`config.mk`:
```
export PLATFORM = sky130hd
export DESIGN_NAME = rgb_to_hsv_pixel
export DESIGN_NICKNAME = d
export VERILOG_FILES = /design/src/rtl/core/rgbhsv_pkg.sv /design/src/rtl/core/rgbhsv_front.sv /design/src/rtl/core/rgbhsv_div.sv /design/src/rtl/core/rgb_to_hsv_pixel.sv
export SDC_FILE = /design/constraint.sdc
export NUM_CORES = 1
export LEC_CHECK = 0
export CORE_MARGIN = 1
export CORE_UTILIZATION = 25
export CTS_BUF_LIST = sky130_fd_sc_hd__clkbuf_8
export CTS_CLUSTER_DIAMETER = 100
export DETAILED_ROUTE_END_ITERATION = 8
export DONT_BUFFER_PORTS = 1
export SETUP_SLACK_MARGIN = 0.15
export SYNTH_ARGS = -nofsm -noshare
export SYNTH_HDL_FRONTEND = slang
export SYNTH_HIERARCHICAL = 1
export SYNTH_SLANG_ARGS = --single-unit
```
`constraint.sdc`:
```
create_clock -name clk_i -period 9 [get_ports clk_i]
set_clock_uncertainty 0.2 [all_clocks]
set_input_delay 0.9 -clock clk_i [delete_from_list [all_inputs] [get_ports clk_i]]
set_output_delay 0.9 -clock clk_i [all_outputs]
set_load 0.005 [all_outputs]
```
`src/rtl/core/rgbhsv_pkg.sv`:
```
// ----------------------------------------------------------------------------
// rgbhsv_pkg
// Shared types and constants for the RGB to HSV pixel pipeline.
// ----------------------------------------------------------------------------
package rgbhsv_pkg;

  localparam int PIX_W = 8;

  // quotient bits resolved per divider stage
  localparam int DIV_STEP = 4;

  // hue sector offsets in whole degrees
  localparam int DEG_60  = 60;
  localparam int DEG_120 = 120;
  localparam int DEG_240 = 240;
  localparam int DEG_360 = 360;

  typedef enum logic [1:0] {
    HSEL_GREY,
    HSEL_RED,
    HSEL_GREEN,
    HSEL_BLUE
  } hue_sel_e;

  typedef struct packed {
    hue_sel_e               sel;
    logic                   neg;
    logic [PIX_W-1:0]       num;
    logic [PIX_W-1:0]       diff;
    logic [PIX_W-1:0]       max;
  } rgbhsv_chan_t;

endpackage

```
`src/rtl/core/rgbhsv_front.sv`:
```
// ----------------------------------------------------------------------------
// rgbhsv_front
// Channel analysis: max, min, hue sector and signed sector numerator.
// ----------------------------------------------------------------------------
module rgbhsv_front import rgbhsv_pkg::*; (
  input  logic [PIX_W-1:0] red_i,
  input  logic [PIX_W-1:0] green_i,
  input  logic [PIX_W-1:0] blue_i,
  output rgbhsv_chan_t     chan_o
);

  logic [PIX_W-1:0] mx, mn, op_a, op_b;
  hue_sel_e         sel;

  always_comb begin
    // ties resolve red first, then green
    if (red_i >= green_i && red_i >= blue_i) begin
      sel  = HSEL_RED;
      mx   = red_i;
      op_a = green_i;
      op_b = blue_i;
    end else if (green_i >= blue_i) begin
      sel  = HSEL_GREEN;
      mx   = green_i;
      op_a = blue_i;
      op_b = red_i;
    end else begin
      sel  = HSEL_BLUE;
      mx   = blue_i;
      op_a = red_i;
      op_b = green_i;
    end

    mn = red_i;
    if (green_i < mn) mn = green_i;
    if (blue_i < mn) mn = blue_i;

    chan_o.max  = mx;
    chan_o.diff = mx - mn;
    chan_o.neg  = (op_a < op_b);
    chan_o.num  = (op_a < op_b) ? (op_b - op_a) : (op_a - op_b);
    chan_o.sel  = (mx == mn) ? HSEL_GREY : sel;
  end

endmodule

```
`src/rtl/core/rgbhsv_div.sv`:
```
// ----------------------------------------------------------------------------
// rgbhsv_div
// Pipelined restoring divider, byte divisor, quotient known to fit QBITS.
// ----------------------------------------------------------------------------
module rgbhsv_div import rgbhsv_pkg::*; #(
  parameter int QBITS  = 16,
  parameter int STAGES = 4
) (
  input  logic                   clk_i,
  input  logic [STAGES-1:0]      en_i,
  input  logic [QBITS+PIX_W-1:0] dividend_i,
  input  logic [PIX_W-1:0]       divisor_i,
  output logic [QBITS-1:0]       quot_o
);

  localparam int BPS = (QBITS + STAGES - 1) / STAGES;

  // lo holds unconsumed dividend bits at the top, quotient bits at the bottom
  logic [PIX_W-1:0] rem_q [STAGES];
  logic [QBITS-1:0] lo_q  [STAGES];
  logic [PIX_W-1:0] dv_q  [STAGES];

  for (genvar j = 0; j < STAGES; j++) begin : g_stage
    logic [PIX_W-1:0] rem_in, rem_d, dv_in;
    logic [QBITS-1:0] lo_in, lo_d;

    if (j == 0) begin : g_first
      // top byte is below the divisor since the quotient fits QBITS
      assign rem_in = dividend_i[QBITS+PIX_W-1:QBITS];
      assign lo_in  = dividend_i[QBITS-1:0];
      assign dv_in  = divisor_i;
    end else begin : g_next
      assign rem_in = rem_q[j-1];
      assign lo_in  = lo_q[j-1];
      assign dv_in  = dv_q[j-1];
    end

    always_comb begin
      logic [PIX_W:0] trial;
      trial = '0;
      rem_d = rem_in;
      lo_d  = lo_in;
      for (int k = 0; k < BPS; k++) begin
        if (j * BPS + k < QBITS) begin
          trial = {rem_d, lo_d[QBITS-1]};
          lo_d  = {lo_d[QBITS-2:0], 1'b0};
          if (trial >= {1'b0, dv_in}) begin
            rem_d   = PIX_W'(trial - {1'b0, dv_in});
            lo_d[0] = 1'b1;
          end else begin
            rem_d = trial[PIX_W-1:0];
          end
        end
      end
    end

    always_ff @(posedge clk_i) begin
      if (en_i[j]) begin
        rem_q[j] <= rem_d;
        lo_q[j]  <= lo_d;
        dv_q[j]  <= dv_in;
      end
    end
  end

  assign quot_o = lo_q[STAGES-1];

endmodule

```
`src/rtl/core/rgb_to_hsv_pixel.sv`:
```
// ----------------------------------------------------------------------------
// rgb_to_hsv_pixel
// RGB to HSV pixel converter, fully pipelined, one pixel per clock unless the output stalls.
// ----------------------------------------------------------------------------
// Takes one 8-bit RGB pixel per beat and returns hue (1/2^HUE_FRAC_BITS
// degree units, 0..360 degrees), saturation ((max-min)/max scaled to
// SAT_BITS bits, rounded down) and brightness (largest channel). Throughput
// is one pixel per clock while the output is not stalled. The stages are channel
// analysis, dividends, DIV_STAGES divider stages, where DIV_STAGES is
// ceil(max(SAT_BITS, HUE_FRAC_BITS+6)/4), and the output stage. The two parallel
// restoring dividers resolve up to four quotient bits per stage. Each stage advances
// on its own, so bubbles close up behind a stalled output and input is held only when every stage is full.
// ----------------------------------------------------------------------------
module rgb_to_hsv_pixel import rgbhsv_pkg::*; #(
  parameter int HUE_FRAC_BITS = 6,
  parameter int SAT_BITS      = 16
) (
  input  logic                      clk_i,
  input  logic                      rst_ni,
  input  logic                      valid_i,
  output logic                      stall_o,
  input  logic [PIX_W-1:0]          red_i,
  input  logic [PIX_W-1:0]          green_i,
  input  logic [PIX_W-1:0]          blue_i,
  output logic                      valid_o,
  input  logic                      stall_i,
  output logic [HUE_FRAC_BITS+8:0]  hue_o,
  output logic [SAT_BITS-1:0]       saturation_o,
  output logic [PIX_W-1:0]          brightness_o
);

  localparam int HW   = HUE_FRAC_BITS + 9;
  localparam int HQ   = HUE_FRAC_BITS + 6;
  localparam int QMAX = (SAT_BITS > HQ) ? SAT_BITS : HQ;
  localparam int DIV_STAGES = (QMAX + DIV_STEP - 1) / DIV_STEP;
  localparam int NST  = DIV_STAGES + 3;
  localparam int LAST = NST - 1;

  localparam logic [HQ+PIX_W-1:0] HUE_SCALE = (HQ+PIX_W)'(DEG_60 << HUE_FRAC_BITS);
  localparam logic [HW-1:0] HUE_120 = HW'(DEG_120 << HUE_FRAC_BITS);
  localparam logic [HW-1:0] HUE_240 = HW'(DEG_240 << HUE_FRAC_BITS);
  localparam logic [HW-1:0] HUE_360 = HW'(DEG_360 << HUE_FRAC_BITS);

  logic [NST-1:0] valid_q;
  logic [NST-1:0] stage_en;

  // a stage loads when it is empty or its successor loads
  always_comb begin
    stage_en[LAST] = !valid_q[LAST] || !stall_i;
    for (int k = LAST - 1; k >= 0; k--) begin
      stage_en[k] = !valid_q[k] || stage_en[k+1];
    end
  end

  assign stall_o = !stage_en[0];

  always_ff @(posedge clk_i or negedge rst_ni) begin
    if (!rst_ni) begin
      valid_q <= '0;
    end else begin
      if (stage_en[0]) valid_q[0] <= valid_i;
      for (int k = 1; k < NST; k++) begin
        if (stage_en[k]) valid_q[k] <= valid_q[k-1];
      end
    end
  end

  // stage 0: channel analysis
  rgbhsv_chan_t front;
  rgbhsv_chan_t chan_q [DIV_STAGES+2];

  rgbhsv_front u_front (
    .red_i   (red_i),
    .green_i (green_i),
    .blue_i  (blue_i),
    .chan_o  (front)
  );

  always_ff @(posedge clk_i) begin
    if (stage_en[0]) chan_q[0] <= front;
    for (int k = 1; k < DIV_STAGES + 2; k++) begin
      if (stage_en[k]) chan_q[k] <= chan_q[k-1];
    end
  end

  // stage 1: dividends
  logic [HQ+PIX_W-1:0]       hue_dvd_d, hue_dvd_q;
  logic [SAT_BITS+PIX_W-1:0] sat_dvd_d, sat_dvd_q;

  always_comb begin
    hue_dvd_d = HUE_SCALE * (HQ+PIX_W)'(chan_q[0].num);
    // diff * (2^SAT_BITS - 1)
    sat_dvd_d = {chan_q[0].diff, {SAT_BITS{1'b0}}} - (SAT_BITS+PIX_W)'(chan_q[0].diff);
  end

  always_ff @(posedge clk_i) begin
    if (stage_en[1]) begin
      hue_dvd_q <= hue_dvd_d;
      sat_dvd_q <= sat_dvd_d;
    end
  end

  // divider stages
  logic [HQ-1:0]       hue_quot;
  logic [SAT_BITS-1:0] sat_quot;

  rgbhsv_div #(
    .QBITS  (HQ),
    .STAGES (DIV_STAGES)
  ) u_hue_div (
    .clk_i      (clk_i),
    .en_i       (stage_en[DIV_STAGES+1:2]),
    .dividend_i (hue_dvd_q),
    .divisor_i  (chan_q[1].diff),
    .quot_o     (hue_quot)
  );

  rgbhsv_div #(
    .QBITS  (SAT_BITS),
    .STAGES (DIV_STAGES)
  ) u_sat_div (
    .clk_i      (clk_i),
    .en_i       (stage_en[DIV_STAGES+1:2]),
    .dividend_i (sat_dvd_q),
    .divisor_i  (chan_q[1].max),
    .quot_o     (sat_quot)
  );

  // output stage: sector offset; results never leave 0..360 degrees
  rgbhsv_chan_t        tail;
  logic [HW-1:0]       q_ext, hue_d, hue_q;
  logic [SAT_BITS-1:0] sat_d, sat_q;
  logic [PIX_W-1:0]    bri_q;

  assign tail  = chan_q[DIV_STAGES+1];
  assign q_ext = HW'(hue_quot);

  always_comb begin
    case (tail.sel)
      HSEL_GREY:  hue_d = '0;
      HSEL_RED:   hue_d = tail.neg ? (HUE_360 - q_ext) : q_ext;
      HSEL_GREEN: hue_d = tail.neg ? (HUE_120 - q_ext) : (HUE_120 + q_ext);
      HSEL_BLUE:  hue_d = tail.neg ? (HUE_240 - q_ext) : (HUE_240 + q_ext);
      default:    hue_d = '0;
    endcase
    sat_d = (tail.max == '0) ? '0 : sat_quot;
  end

  always_ff @(posedge clk_i) begin
    if (stage_en[LAST]) begin
      hue_q <= hue_d;
      sat_q <= sat_d;
      bri_q <= tail.max;
    end
  end

  assign valid_o      = valid_q[LAST];
  assign hue_o        = hue_q;
  assign saturation_o = sat_q;
  assign brightness_o = bri_q;

  // assertions
  a_stall_only_full: assert property (@(posedge clk_i) disable iff (!rst_ni)
    stall_o |-> (valid_o && stall_i))
    else $error("input held while output side can advance");

  a_grey_hue: assert property (@(posedge clk_i) disable iff (!rst_ni)
    (valid_o && saturation_o == '0) |-> (hue_o == '0))
    else $error("grey pixel with nonzero hue");

  a_black_sat: assert property (@(posedge clk_i) disable iff (!rst_ni)
    (valid_o && brightness_o == '0) |-> (saturation_o == '0))
    else $error("black pixel with nonzero saturation");

  a_hue_range: assert property (@(posedge clk_i) disable iff (!rst_ni)
    valid_o |-> (hue_o <= HUE_360))
    else $error("hue above 360 degrees");

endmodule
```
==> reports/qor.yml <==
via_per_inst: 4.638
area_growth_syn_to_layout_pct: 11.13
drive_gt1_share_pct: 11.07
rr_endpoint: "u_sat_div/rem_q[1][7]"
setup_viol: 0
crit_path_top_delay_cell: "edfxtp_1"
fp.dieW_um: 333.8
holdCritPathClass: "primary input to register"
htree_levels: 3
setup_ws_ps: 739.2
path_buf_inv: 4
critPathKind: "register to register"
vias: 18961
crit_fanout: 14
synthTopCellsByArea: "edfxtp_1 40%, ha_1 14%, mux2_2 3.8%"
core_um2: 109000
min-delay-start: "valid_i"
path_depth: 34
numCtsBuffers: 66
async_flop_share_pct: 1.852
drv_cap: 0
grt_pass1_vias: 18299
hold_viol: 0
final_util_pct: 28.06
placed_cell_area_um2: 29270
dp_hpwl_um: 46280
slowest_delay_ps: 470
synth_top_cell_by_area: "edfxtp_1"
synth.distinct_cells: 106
period_share_pct: 91.79
design_area_um2: 30590
grt.total_usage_pct: 10.59
ant_nets: 0
tritoncts: "yes"
yosysWarningCount: 6
wire_per_inst_um: 14.66
dp_slack_ps: 281.3
fin_crit_ps: 8261
synth.top_cell.area_share_pct: 40.48
clock-root-buffer: "clkbuf_8"
synth_most_common_cell: "edfxtp_1"
routed_wl_um: 59950
seq_area_frac_synth_pct: 41.11
grt_max_degree: 73
critPathLaunchType: "register"
slew_violations: 0
crit_end: "u_sat_div/rem_q[1][7]"
io_pins: 69
tns_ps: 0
grt_overflow: 0
rr_startpoint: "u_sat_div/dv_q[0][1]"
cpMostUsedCell: "ha_1"
cp-end-kind: "register"
synth-edff-count: 371
clock_path_buffers: 3
slew_headroom_pct: 21.04
ys_top_cells_by_count: "371 x edfxtp_1, 308 x ha_1, 250 x inv_1, 201 x nor2_1, 169 x a21oi_1"
rows: 121
worstPathRequired_ps: 9150
cts.sinks: 378
synthesis.area_um2: 27520
port_buffers: 0
start_util_pct: 25.25
synth_seq_cells: 378
clk_latency_ps: 620
status: "completed"
grt_pass1_wl_um: 96540
num-nets-final: 3007
antenna_found_initial: 3
r2r_cells: 34
clk_pin_slew_worst_paths_ps: 60
worst_slew_pin_slew_ps: 1184
syn_inst: 2565
firstDrtPassIters: 6
max_freq_mhz: 121.1
place_congestion: 0.8716
drc_errors: 0
die-area_um2: 111400
critical_path.startpoint: "u_sat_div/dv_q[0][1]"
rsz0062_at_grt: "no"
yosys_most_used_dff: "edfxtp_1"
cp.arrival_ps: 8410
drtIter0Drc: 1148
die_height_um: 333.8
critPathTopFamily: "compound AO/OA/AOI/OAI gates"
avgSynthCellArea_um2: 10.73
r2r_setup_slack_ps: 740
[kinds of logic after synthesis]
group,synth area share (%)
compound gates,14.51
xor+xnor,4.641
fa+ha+maj,17.06
buf+inv,4.250
flops,41.11
mux,6.519
other cells,0.01362
simple gates,11.90
[how the worst min path moves through the flow]
stage	to	slack, ps	cells after the start
3_3_place_gp	u_hue_div/lo_q[1][11]	200	0
6_report	valid_q[0]	190	1
4_1_cts	valid_q[0]	130	1
3_5_place_dp	chan_q[1][6]	200	0
2_1_floorplan	chan_q[1][0]	200	0
5_1_grt	valid_q[0]	150	1
[per-layer routing]
| layer | GRT usage (%) | part of all wire [%] | wire length, um | vias up |
|---|---|---|---|---|
| li1 | - | - | - | 9548 |
| met1 | 14.62 | 49 | 29240 | 8921 |
| met2 | 16.79 | 44 | 26400 | 400 |
| met3 | 1.856 | 4.5 | 2718 | 92 |
| met4 | 3.221 | 2.7 | 1591 | 0 |
| met5 | 0 | 0 | 0 | - |
[per-stage QoR]
| step | hold slack (ps) | instances |
|---|---|---|
| final | 192.6 | 4088 |
| after global routing | 149.1 | 4087 |
| after CTS | 128.1 | 4079 |
| after detailed placement | 204.5 | 3966 |
| after global placement | 200.3 | 3966 |
| after floorplan | 200.3 | 2572 |
[flip-flops by register name, summed over array words and instances, names as in the netlist, 15 cells and up]
register         count
hue_o               15
u_sat_div/lo_q      64
u_hue_div/lo_q      48
chan_q              89
u_sat_div/rem_q     24
sat_dvd_q           23
u_hue_div/dv_q      24
u_hue_div/rem_q     24
u_sat_div/dv_q      24
saturation_o        16
[final cells by class]
class	count	area, um^2
timing repair buffer	22	167.7
multi-input combinational	1905	15140
tap	1414	1769
clock inverter	46	302.8
fill	11348	78420
inverter	256	978.4
antenna	1	2.502
sequential	378	11320
clock buffer	66	908.4
[cells in the final DEF (no fill, tap or decap), types with 20 or more instances in the layout]
cell type    n
o21a_1      42
inv_1      259
a21o_1      53
nor2b_1     51
a211oi_1    25
nand4_1     30
fa_1        42
xnor2_1     99
clkbuf_8    66
nand3_1     30
a21oi_1    169
nor2_1     200
mux2i_1     49
xor2_1      45
and2_1      27
nor3_1      38
and3_1      20
o211ai_1    24
nand2b_1    28
buf_4       21
nand2_1    143
edfxtp_1   371
o21ai_0    109
ha_1       308
mux2_2      93
[what timing repair did]
item	CTS	global route
hold buffers	1	0
endpoints found under the setup margin	0	19
endpoints found under the hold margin	7	0
buffers inserted	0	8
gates resized for setup	0	13
Power is not shown: default switching activity piles up to over one toggle a cycle in this logic, so the estimate is an artifact.
